===== src/rtl/block_read_ahead_window_cache_core_defines.svh =====
// assertion helpers shared by the rtl
`ifndef BLOCK_READ_AHEAD_WINDOW_CACHE_CORE_DEFINES_SVH
`define BLOCK_READ_AHEAD_WINDOW_CACHE_CORE_DEFINES_SVH

// same-cycle implication, checked outside reset
`define RAWC_ASSERT_NOW(label, ante, cons, msg) \
    label: assert property (@(posedge clk) disable iff (!rst_n) (ante) |-> (cons)) \
        else $error(msg);

// next-cycle implication, checked outside reset
`define RAWC_ASSERT_NEXT(label, ante, cons, msg) \
    label: assert property (@(posedge clk) disable iff (!rst_n) (ante) |=> (cons)) \
        else $error(msg);

`endif


===== src/rtl/rawc_pkg.sv =====
package rawc_pkg;

    localparam int unsigned WINDOW_DEPTH       = 8;
    localparam int unsigned CACHED_BLOCK_BYTES = 512;

    localparam int unsigned LBA_W          = 32;
    localparam int unsigned EXT_W          = LBA_W + 1;
    localparam int unsigned CNT_W          = 16;
    localparam int unsigned SECTOR_BYTES_W = 13;
    localparam int unsigned DEV_W          = 32;
    localparam int unsigned CFG_DATA_W     = 32;
    localparam int unsigned CTR_W          = 32;
    localparam int unsigned HIT_OFF_W      = 3;
    localparam int unsigned CODE_W         = 3;
    localparam int unsigned WIN_CNT_W      = $clog2(WINDOW_DEPTH + 1);

    localparam logic [WIN_CNT_W-1:0]      WIN_DEPTH_CNT    = WIN_CNT_W'(WINDOW_DEPTH);
    localparam logic [CNT_W-1:0]          WIN_DEPTH_REQ    = CNT_W'(WINDOW_DEPTH);
    localparam logic [LBA_W-1:0]          WIN_DEPTH_LBA    = LBA_W'(WINDOW_DEPTH);
    localparam logic [SECTOR_BYTES_W-1:0] CACHED_BS        = SECTOR_BYTES_W'(CACHED_BLOCK_BYTES);
    localparam logic [SECTOR_BYTES_W-1:0] SECTOR_BYTES_RST = SECTOR_BYTES_W'(512);

    typedef enum logic
    {
        REG_SECTOR_BYTES  = 1'b0,
        REG_DEVICE_BLOCKS = 1'b1
    } reg_idx_t;

    typedef enum logic
    {
        CMD_READ  = 1'b0,
        CMD_WRITE = 1'b1
    } cmd_t;

    typedef enum logic [CODE_W-1:0]
    {
        ST_OK            = 3'd0,
        ST_READ_EMPTY    = 3'd1,
        ST_READ_NO_SIZE  = 3'd2,
        ST_READ_FAILED   = 3'd3,
        ST_WRITE_EMPTY   = 3'd4,
        ST_WRITE_NO_SIZE = 3'd5,
        ST_WRITE_FAILED  = 3'd6
    } status_t;

    typedef enum logic [CODE_W-1:0]
    {
        SRC_NONE         = 3'd0,
        SRC_HIT          = 3'd1,
        SRC_FILL_READ    = 3'd2,
        SRC_DIRECT_READ  = 3'd3,
        SRC_DIRECT_WRITE = 3'd4
    } source_t;

    typedef struct packed
    {
        logic                 valid;
        logic [LBA_W-1:0]     start;
        logic [WIN_CNT_W-1:0] count;
    } win_t;

    localparam win_t WIN_CLEAR = '{valid: 1'b0, start: '0, count: '0};

    typedef struct packed
    {
        win_t             win;
        logic [CTR_W-1:0] hits;
        logic [CTR_W-1:0] misses;
        logic [CTR_W-1:0] fills;
        logic [CTR_W-1:0] invals;
    } cache_state_t;

    typedef struct packed
    {
        cmd_t             cmd;
        logic [LBA_W-1:0] lba;
        logic [CNT_W-1:0] req_blocks;
        logic             storage_ok;
    } req_t;

    typedef struct packed
    {
        status_t              status;
        source_t              source;
        logic [LBA_W-1:0]     access_lba;
        logic [CNT_W-1:0]     access_blocks;
        logic [HIT_OFF_W-1:0] hit_offset;
    } result_t;

endpackage


===== src/rtl/rawc_decide.sv =====
module rawc_decide
    import rawc_pkg::*;
(
    input  req_t                      req,
    input  logic [SECTOR_BYTES_W-1:0] sector_bytes,
    input  logic [DEV_W-1:0]          device_blocks,
    input  cache_state_t              cur,
    output cache_state_t              nxt,
    output result_t                   res
);

    logic                 cached_size;
    logic                 short_req;
    logic [LBA_W-1:0]     offset;
    logic [WIN_CNT_W-1:0] remain;
    logic                 hit;
    logic [LBA_W-1:0]     left;
    logic [WIN_CNT_W-1:0] fill;
    logic                 fill_short;
    logic [EXT_W-1:0]     win_end;
    logic [EXT_W-1:0]     req_end;
    logic                 overlap;

    assign cached_size = (sector_bytes == CACHED_BS);
    assign short_req   = (req.req_blocks <= WIN_DEPTH_REQ);

    // window hit: request lies wholly inside the window
    assign offset = req.lba - cur.win.start;
    assign remain = cur.win.count - offset[WIN_CNT_W-1:0];
    assign hit    = cur.win.valid && (req.lba >= cur.win.start)
                    && (offset <= LBA_W'(cur.win.count))
                    && (req.req_blocks <= CNT_W'(remain));

    // read-ahead length clamped to the end of the device
    assign left       = device_blocks - req.lba;
    assign fill       = (left < WIN_DEPTH_LBA) ? left[WIN_CNT_W-1:0] : WIN_DEPTH_CNT;
    assign fill_short = (CNT_W'(fill) < req.req_blocks);

    // 33-bit ends so a range at the top of the address space does not wrap
    assign win_end = EXT_W'(cur.win.start) + EXT_W'(cur.win.count);
    assign req_end = EXT_W'(req.lba) + EXT_W'(req.req_blocks);
    assign overlap = (EXT_W'(req.lba) < win_end) && (req_end > EXT_W'(cur.win.start));

    always_comb
    begin
        nxt = cur;
        res = '{status: ST_OK, source: SRC_NONE, access_lba: '0,
                access_blocks: '0, hit_offset: '0};
        if (req.cmd == CMD_READ)
        begin
            if (req.req_blocks == '0)
            begin
                res.status = ST_READ_EMPTY;
            end
            else if (sector_bytes == '0)
            begin
                res.status = ST_READ_NO_SIZE;
            end
            else if (cached_size && short_req)
            begin
                if (hit)
                begin
                    nxt.hits       = cur.hits + CTR_W'(1);
                    res.source     = SRC_HIT;
                    res.hit_offset = offset[HIT_OFF_W-1:0];
                end
                else
                begin
                    nxt.misses = cur.misses + CTR_W'(1);
                    if ((req.lba >= device_blocks) || fill_short)
                    begin
                        nxt.win    = WIN_CLEAR;
                        res.status = ST_READ_FAILED;
                    end
                    else
                    begin
                        res.source        = SRC_FILL_READ;
                        res.access_lba    = req.lba;
                        res.access_blocks = CNT_W'(fill);
                        if (!req.storage_ok)
                        begin
                            nxt.win    = WIN_CLEAR;
                            res.status = ST_READ_FAILED;
                        end
                        else
                        begin
                            nxt.win   = '{valid: 1'b1, start: req.lba, count: fill};
                            nxt.fills = cur.fills + CTR_W'(1);
                        end
                    end
                end
            end
            else
            begin
                res.source        = SRC_DIRECT_READ;
                res.access_lba    = req.lba;
                res.access_blocks = req.req_blocks;
                if (!req.storage_ok)
                begin
                    res.status = ST_READ_FAILED;
                end
                else if (cached_size)
                begin
                    // longer than the window, so the window is dropped
                    nxt.win = WIN_CLEAR;
                end
            end
        end
        else
        begin
            if (req.req_blocks == '0)
            begin
                res.status = ST_WRITE_EMPTY;
            end
            else if (sector_bytes == '0)
            begin
                res.status = ST_WRITE_NO_SIZE;
            end
            else
            begin
                if (!cached_size)
                begin
                    nxt.win = WIN_CLEAR;
                end
                else if (cur.win.valid && overlap)
                begin
                    nxt.win    = WIN_CLEAR;
                    nxt.invals = cur.invals + CTR_W'(1);
                end
                res.source        = SRC_DIRECT_WRITE;
                res.access_lba    = req.lba;
                res.access_blocks = req.req_blocks;
                if (!req.storage_ok)
                begin
                    res.status = ST_WRITE_FAILED;
                end
                else if (cached_size)
                begin
                    if (short_req)
                    begin
                        nxt.win   = '{valid: 1'b1, start: req.lba,
                                      count: req.req_blocks[WIN_CNT_W-1:0]};
                        nxt.fills = cur.fills + CTR_W'(1);
                    end
                    else
                    begin
                        nxt.win = WIN_CLEAR;
                    end
                end
            end
        end
    end

endmodule


===== src/rtl/block_read_ahead_window_cache_core.sv =====
// Read-ahead window cache controller for a block store. Each read or write request
// transaction yields exactly one result transaction carrying the status, the store access
// to issue, the window after the request and the hit, miss, fill and invalidation counters.
// A request is captured in an input register, decided in one pass of compare and add logic
// against the window, and lands in a result register that holds it until it is taken; one
// request is accepted every cycle as long as results are taken.
// The input stalls only while its register is full and the result register is held by a
// stalled consumer. Configuration writes take effect at the write edge and are meant to be
// done while no request is in flight.
`include "block_read_ahead_window_cache_core_defines.svh"

module block_read_ahead_window_cache_core
    import rawc_pkg::*;
(
    input  logic                    clk,
    input  logic                    rst_n,

    input  logic                    cfg_we,
    input  logic                    cfg_index,
    input  logic [CFG_DATA_W-1:0]   cfg_data,

    input  logic                    in_valid,
    output logic                    in_stall,
    input  logic                    cmd,
    input  logic [LBA_W-1:0]        lba,
    input  logic [CNT_W-1:0]        req_blocks,
    input  logic                    storage_ok,

    output logic                    out_valid,
    input  logic                    out_stall,
    output logic [CODE_W-1:0]       status,
    output logic [CODE_W-1:0]       source,
    output logic [LBA_W-1:0]        access_lba,
    output logic [CNT_W-1:0]        access_blocks,
    output logic [HIT_OFF_W-1:0]    hit_offset,
    output logic                    window_valid,
    output logic [LBA_W-1:0]        window_lba,
    output logic [WIN_CNT_W-1:0]    window_blocks,
    output logic [CTR_W-1:0]        hits,
    output logic [CTR_W-1:0]        misses,
    output logic [CTR_W-1:0]        fills,
    output logic [CTR_W-1:0]        invalidations
);

    logic [SECTOR_BYTES_W-1:0] sector_bytes_reg;
    logic [DEV_W-1:0]          device_blocks_reg;

    logic         req_valid_reg;
    logic         req_valid_next;
    req_t         req_reg;
    logic         out_valid_reg;
    logic         out_valid_next;
    result_t      res_reg;
    result_t      res_next;
    cache_state_t state_reg;
    cache_state_t state_next;

    logic         accept;
    logic         advance;

    always_ff @(posedge clk or negedge rst_n)
    begin
        if (!rst_n)
        begin
            sector_bytes_reg  <= SECTOR_BYTES_RST;
            device_blocks_reg <= '0;
        end
        else if (cfg_we)
        begin
            case (reg_idx_t'(cfg_index))
                REG_SECTOR_BYTES:  sector_bytes_reg  <= cfg_data[SECTOR_BYTES_W-1:0];
                REG_DEVICE_BLOCKS: device_blocks_reg <= cfg_data[DEV_W-1:0];
                default:           ;
            endcase
        end
    end

    // the decision stage moves whenever the result register is free or being emptied
    assign advance  = req_valid_reg && (!out_valid_reg || !out_stall);
    assign in_stall = req_valid_reg && !advance;
    assign accept   = in_valid && !in_stall;

    assign req_valid_next = accept || (req_valid_reg && !advance);
    assign out_valid_next = advance || (out_valid_reg && out_stall);

    always_ff @(posedge clk or negedge rst_n)
    begin
        if (!rst_n)
        begin
            req_valid_reg <= 1'b0;
            out_valid_reg <= 1'b0;
        end
        else
        begin
            req_valid_reg <= req_valid_next;
            out_valid_reg <= out_valid_next;
        end
    end

    always_ff @(posedge clk)
    begin
        if (accept)
        begin
            req_reg <= '{cmd: cmd_t'(cmd), lba: lba, req_blocks: req_blocks,
                         storage_ok: storage_ok};
        end
        if (advance)
        begin
            res_reg <= res_next;
        end
    end

    rawc_decide u_decide
    (
        .req           (req_reg),
        .sector_bytes  (sector_bytes_reg),
        .device_blocks (device_blocks_reg),
        .cur           (state_reg),
        .nxt           (state_next),
        .res           (res_next)
    );

    // window and counters move together with the result register
    always_ff @(posedge clk or negedge rst_n)
    begin
        if (!rst_n)
        begin
            state_reg <= '{win: WIN_CLEAR, hits: '0, misses: '0, fills: '0, invals: '0};
        end
        else if (advance)
        begin
            state_reg <= state_next;
        end
    end

    assign out_valid     = out_valid_reg;
    assign status        = res_reg.status;
    assign source        = res_reg.source;
    assign access_lba    = res_reg.access_lba;
    assign access_blocks = res_reg.access_blocks;
    assign hit_offset    = res_reg.hit_offset;
    assign window_valid  = state_reg.win.valid;
    assign window_lba    = state_reg.win.start;
    assign window_blocks = state_reg.win.valid ? state_reg.win.count : '0;
    assign hits          = state_reg.hits;
    assign misses        = state_reg.misses;
    assign fills         = state_reg.fills;
    assign invalidations = state_reg.invals;

    `RAWC_ASSERT_NOW(a_invalid_window_empty, !state_reg.win.valid,
        (state_reg.win.count == '0) && (state_reg.win.start == '0),
        "invalid window keeps a start or a count")
    `RAWC_ASSERT_NOW(a_valid_window_size, state_reg.win.valid,
        (state_reg.win.count != '0) && (state_reg.win.count <= WIN_DEPTH_CNT),
        "valid window size out of range")
    `RAWC_ASSERT_NEXT(a_counters_hold, !advance,
        $stable(state_reg.hits) && $stable(state_reg.misses)
        && $stable(state_reg.fills) && $stable(state_reg.invals),
        "counters moved without a decided request")
    `RAWC_ASSERT_NEXT(a_hit_counted, advance && (res_next.source == SRC_HIT),
        state_reg.hits == $past(state_reg.hits) + CTR_W'(1),
        "cache hit not counted")
    `RAWC_ASSERT_NOW(a_hit_no_access, out_valid_reg && (res_reg.source == SRC_HIT),
        (res_reg.status == ST_OK) && (res_reg.access_blocks == '0),
        "cache hit issued a store access")

endmodule

===== config.mk =====
export PLATFORM = sky130hd
export DESIGN_NAME = block_read_ahead_window_cache_core
export DESIGN_NICKNAME = d
export VERILOG_FILES = /design/src/rtl/rawc_pkg.sv /design/src/rtl/rawc_decide.sv /design/src/rtl/block_read_ahead_window_cache_core.sv
export VERILOG_INCLUDE_DIRS = /design/src /design/src/rtl
export SDC_FILE = /design/constraint.sdc
export NUM_CORES = 1
export LEC_CHECK = 0
export BUFFER_PORTS_ARGS = -buffer_cell sky130_fd_sc_hd__buf_4
export CORE_AREA = 3 3 203 205
export DETAILED_ROUTE_END_ITERATION = 8
export DIE_AREA = 0 0 206 208
export PLACE_DENSITY = 0.82
export SLEW_MARGIN = 20
export SYNTH_ARGS = -nofsm -noshare
export SYNTH_HDL_FRONTEND = slang
export SYNTH_HIERARCHICAL = 1
export SYNTH_SLANG_ARGS = --single-unit

===== constraint.sdc =====
create_clock -name clk -period 7.55 [get_ports clk]
set_clock_uncertainty 0.1 [all_clocks]
set_input_delay 1.1325 -clock clk [delete_from_list [all_inputs] [get_ports clk]]
set_output_delay 1.1325 -clock clk [all_outputs]
set_load 0.02 [all_outputs]

==> flow_summary.json, run 1 <==
{
  "outcome": "finished, final reports clean",
  "dr_total_vias": 19100,
  "synthTopCellsByArea": "dfrtp_1, edfxtp_1, mux2_2",
  "hold_viol": 0,
  "clock_sinks": 319,
  "hold_start": "req_valid_reg",
  "port_buffers": 311,
  "hold_ws_ns": 0.388,
  "place_area_sq_um": 25200,
  "async_reset_ff_share_pct": 66.5,
  "multi_input_area_sq_um": 13100,
  "grt_usage_pct": 30.3,
  "yosys-top-cells-count": "dfrtp_1, mux2_2, ha_1",
  "path_class": "register to register",
  "worstReg2RegStart": "req_reg[2]",
  "cts_resized": 0,
  "gp_congestion": 0.966,
  "synth-seq-cells": 319,
  "synthCells": 2401,
  "yosysTopAreaCell": "dfrtp_1",
  "drt_first_pass_iters": 5,
  "antenna_left": 0,
  "grt-ovfl-total": 0,
  "start_kind": "register",
  "finalCritPeriodShare_pct": 93.2,
  "totalWireLength_um": 66400,
  "largest_reg_flops": 50,
  "syn_area_sq_um": 23700,
  "cp.required_ns": 7.89,
  "drt-wirelength-per-cell_um": 21.5,
  "setup_viol": 0,
  "yosys_warnings": 6,
  "die_area_sq_um": 42800,
  "startpoint": "req_reg[2]",
  "cts_hold_buf": 0,
  "rows": 73,
  "finish.instance_area_sq_um": 26500,
  "cts_tree": "done",
  "place_inst": 3021,
  "pwr_density_cell_nw_per_um2": 182,
  "detailed_place_hpwl_um": 49200,
  "cts-root-buf": "clkbuf_16",
  "first_iter_violations": 1456,
  "grt_pass1_vias": 18900,
  "cts_max_path_buffers": 3,
  "min_period_ns": 7.03,
  "core_sq_um": 39600,
  "clock_latency_ns": 0.56,
  "place_ws_ns": 0.569,
  "cellLeakagePower_nw": 11.9,
  "nFillCells": 3100,
  "worstMarginPinSlew_ns": 1.06,
  "tns_ns": 0,
  "antenna_found_initial": 2,
  "max_freq_ghz": 0.142,
  "arrival_ns": 7.37,
  "viasPerCell": 6.19,
  "ios": 312,
  "ys_types": 84,
  "grt_pass1_wl_um": 104000,
  "drive_above_1_share_pct": 24.2,
  "start_util_pct": 59.8,
  "numCtsBuffers": 37,
  "seqCellArea_sq_um": 8520,
  "h-tree-depth": 2,
  "rsz0062_at_grt": "no",
  "crit_path_end_kind": "register",
  "vdd_drop_max_uv": 214,
  "syn_avg_cell_area_sq_um": 9.87,
  "synth.most_common_cell": "dfrtp_1",
  "post-route-drc-count": 0,
  "synth_edf_count": 107,
  "maxCapViolations": 0,
  "layout.cells.non_filler": 3088,
  "die_width_um": 206,
  "postCtsSetupBuffers": 0,
  "nets": 2793,
  "clk_pin_slew_ns": 0.06,
  "crit_fanout": 15,
  "ys.flop_type": "dfrtp_1",
  "grt_max_degree": 185,
  "slew_violations": 0,
  "yosysSeqAreaShare_pct": 36.0,
  "setup_ws_ns": 0.516,
  "syn_to_final_growth_pct": 11.9,
  "syn-num-nets": 2659,
  "die_y_um": 208,
  "relSlewSlack_pct": 29.6,
  "worstHoldPathType": "register to register",
  "netlist.area_leader.share_pct": 22.3
}
[cell usage in the layout, fill, tap and decap left out, drive strengths merged, types with 49 or more instances in the layout]
cell	instances
buf	334
mux2	216
dfrtp	211
ha	165
xnor2	162
nand2	148
inv	128
a21oi	124
edfxtp	107
nor2	98
nand3	92
and3	66
o21ai	65
nand4	64
and2	61
clkbuf	50
xor2	49
[cell families (layout without fill, tap and decap cells)]
group	count (synthesis)	after routing	share of synthesized area, %
compound gates	438	438	12.6
xor+xnor	211	211	7.80
fa+ha+maj	170	170	9.14
buf+inv	365	526	8.97
flops	319	319	36.0
mux	220	220	10.4
other cells	0	1	0
simple gates	678	678	15.1
[report_power, final]
part,total (mW),switching [mW],internal (mW)
Clock,1.88,0.752,1.13
Sequential,1.95,0.0646,1.88
Combinational,1.01,0.603,0.410
Total,4.84,1.42,3.42
[worst max-delay path, stage by stage (launching register included)]
cell and delay [ns]:
edfxtp_1 0.50, ha_1 0.35, a21o_1 0.16, a21oi_1 0.25, o21bai_1 0.13, a21oi_1 0.25
o21bai_1 0.09, a21oi_1 0.30, o21ai_0 0.26, a41oi_1 0.33, nor4b_2 0.37, nor2_1 0.16
and4_1 0.24, xnor2_1 0.12, ha_1 0.30, nand4_1 0.09, or2_2 0.29, nor2_1 0.20
o41ai_1 0.15, a31oi_1 0.27, a31oi_1 0.07, a21oi_1 0.50, nand4_1 0.34, nor3_1 0.26
buf_4 0.26, nand3_1 0.12, xnor2_1 0.14, mux2_1 0.29
[metal layers]
metal | wire [um] | vias up | global-route usage, %
met1 | 26700 | 9356 | 39.1
li1 | - | 8830 | -
met3 | 4620 | 157 | 5.13
met5 | 15 | - | 0
met2 | 32200 | 763 | 50.8
met4 | 2840 | 2 | 12.4
[path summary, 6_finish.rpt]
kind	endpoint	slack (ns)	depth (start not counted)
worst max-delay path	invalidations[5]	0.52	27
worst min-delay path	out_valid	0.39	1
worst max register to register	invalidations[5]	0.52	27
worst min register to register	out_valid	0.39	1
max in group asynchronous	invalidations[26]	5.42	2
min in group asynchronous	hits[19]	0.55	1
[metrics by stage]
stage / utilization, % / total power, mW
floorplan: - / 2.66
global placement: 63.7 / 2.95
detailed placement: 63.7 / 2.97
CTS: 66.9 / 4.86
global route: 66.9 / 5.05
finish: 66.9 / 4.84
[area by class of cell]
cell class                      instances  share of cell area (%)
Tap cell                              525                    2.48
Antenna cell                            1                 0.00944
Multi-Input combinational cell       1717                    49.3
Sequential cell                       319                    32.1
Clock buffer                           49                    3.97
Inverter                              125                    1.77
Clock inverter                         17                   0.807
Timing Repair Buffer                  335                    9.55
Power figures use the tool's default switching activity.
==> run 2: changes to the inputs <==
- GPL_TIMING_DRIVEN: not set -> 0
==> run 2 against run 1 <==
Effect of this change: first-iteration DRC count is 13% lower; sequential power hardly changed; worst setup slack worse by 0.47 ns.
==> flow_summary.json, run 2 (same netlist as run 1, synthesis figures left out) <==
{
  "grt_usage_pct": 32.0,
  "met3_usage_pct": 4.24,
  "place_inst": 3240,
  "crit_path_end_kind": "register",
  "crit_top_cell": "a21oi_1",
  "nFillCells": 2919,
  "worstHoldPathType": "input port to async pin",
  "maxCapViolations": 0,
  "p_int_mw": 3.48,
  "nets": 3019,
  "worstReg2RegStart": "req_reg[2]",
  "hold_viol": 0,
  "use_met2_pct": 54.0,
  "setup_viol": 0,
  "die_y_um": 208,
  "cp_slowest_cell": "edfxtp_1",
  "p_clk_share_pct": 39.5,
  "place_area_sq_um": 26800,
  "clock_latency_ns": 0.57,
  "cts-root-buf": "clkbuf_16",
  "first_iter_violations": 1271,
  "drt_first_pass_iters": 5,
  "post-route-drc-count": 0,
  "max_freq_ghz": 0.133,
  "multi_input_area_sq_um": 13100,
  "finish.instance_area_sq_um": 28200,
  "layout.cells.non_filler": 3318,
  "slew_violations": 0,
  "gp_congestion": 0.965,
  "h-tree-depth": 2,
  "rrSetupSlack_ns": 0.04,
  "ios": 312,
  "grt_pass1_wl_um": 109000,
  "power.switching_mw": 1.47,
  "startpoint": "req_reg[2]",
  "relSlewSlack_pct": 43.2,
  "busiest_layer": "met2",
  "core_sq_um": 39600,
  "combPwrFrac_pct": 21.1,
  "detailed_place_hpwl_um": 53200,
  "switching_share_pct": 29.6,
  "die_width_um": 206,
  "totalWireLength_um": 70100,
  "port_buffers": 311,
  "finalCritPeriodShare_pct": 99.4,
  "antenna_left": 0,
  "die_area_sq_um": 42800,
  "arrival_ns": 7.85,
  "start_util_pct": 59.8,
  "cts_hold_buf": 0,
  "grt_max_degree": 95,
  "antenna_found_initial": 3,
  "dr_total_vias": 20100,
  "rows": 73,
  "cp.required_ns": 7.90,
  "start_kind": "register",
  "largest_reg_flops": 50,
  "clk_pin_slew_ns": 0.06,
  "cts_max_path_buffers": 3,
  "grt-ovfl-total": 0,
  "drive_above_1_share_pct": 29.0,
  "met1_usage_pct": 41.1,
  "worstMarginPinSlew_ns": 0.848,
  "min_period_ns": 7.51,
  "cts_tree": "done",
  "vdd_drop_max_uv": 188,
  "seqCellArea_sq_um": 8520,
  "path_class": "register to register",
  "layout_commonest_cell": "buf_4",
  "numCtsBuffers": 38,
  "viasPerCell": 6.05,
  "syn_to_final_growth_pct": 19.2,
  "mostFrequentLayoutCells": "buf_4, dfrtp_1, mux2_2",
  "crit_fanout": 10,
  "outcome": "finished, final reports clean",
  "drt-wirelength-per-cell_um": 21.1,
  "pwr_density_cell_nw_per_um2": 175,
  "clock_sinks": 319,
  "grt_pass1_vias": 20200,
  "critPathMaxStageDelay_ns": 0.56,
  "cellLeakagePower_nw": 13.0,
  "p_seq_share_pct": 39.5
}
[run 2: cell types whose count changed in the layout (fill, tap and decap cells not counted), moves of 3 or more]
| cell | before | now |
|---|---|---|
| buf_4 | 333 | 479 |
| buf_6 | 0 | 16 |
| buf_2 | 0 | 18 |
| nor3_1 | 38 | 35 |
| inv_6 | 3 | 0 |
| clkbuf_2 | 0 | 3 |
| clkbuf_1 | 5 | 47 |
[run 2: stage by stage]
stage	setup TNS [ns]	worst slack (ns)	hold slack, ns	power (mW)	utilization (%)
after detailed placement	-40.80	-1.14	0.390	2.99	67.5
after floorplan	0	1.50	0.352	2.66	-
after CTS	0	0.0345	0.412	4.96	71.1
final	0	0.0449	0.410	4.94	71.2
after global routing	-0.00934	-0.00530	0.414	5.15	71.2
after global placement	-29.72	-1.05	0.356	2.96	67.3
[run 2: cell type report]
cell class | count | area share (%)
multi-input cells | 1717 | 46.5
flip-flops and latches | 319 | 30.2
repair buffers | 320 | 8.72
plain buffers | 240 | 5.87
clock buffers | 57 | 4.09
well taps | 525 | 2.33
inverters | 125 | 1.66
clock inverters | 13 | 0.682
diodes | 2 | 0.0177
[run 2: critical path: cells and delay by family (launching register included)]
family	cells	cell delay [ns]
muxes	1	0.28
buffers and inverters	2	0.53
DFF	1	0.56
xor gates and xnor gates	2	0.29
AOI/OAI and AO/OA	12	2.88
adders and majority gates	2	0.69
and+or+nand+nor	9	2.07
[run 2: what timing repair did]
item | CTS | global route
gates resized for setup | 8 | 6
buffers inserted | 1 | 5
pin swaps | 0 | 2
setup endpoints to repair | 65 | 66
[run 2: routing by layer]
layer,part of all wire (%),vias up
li1,-,9274
met1,40,9828
met2,48,773
met3,6.9,196
met4,4.8,2
met5,0.019,-
[run 2: power by group through the flow]
stage	Clock, mW	Sequential, mW	Combinational, mW
floorplan	0	1.98	0.674
detailed placement	0	1.98	1.01
global route	2.05	1.96	1.14
global placement	0	1.98	0.982
CTS	1.98	1.95	1.02
finish	1.95	1.95	1.04
[run 2: path summary, 6_finish.rpt]
path                                          to  depth (start not counted)
min reg2reg                device_blocks_reg[17]                          1
max reg2reg                    invalidations[23]                         28
min                                     hits[17]                          1
max                            invalidations[23]                         28
min in group clk           device_blocks_reg[17]                          1
max in group asynchronous    sector_bytes_reg[9]                          2
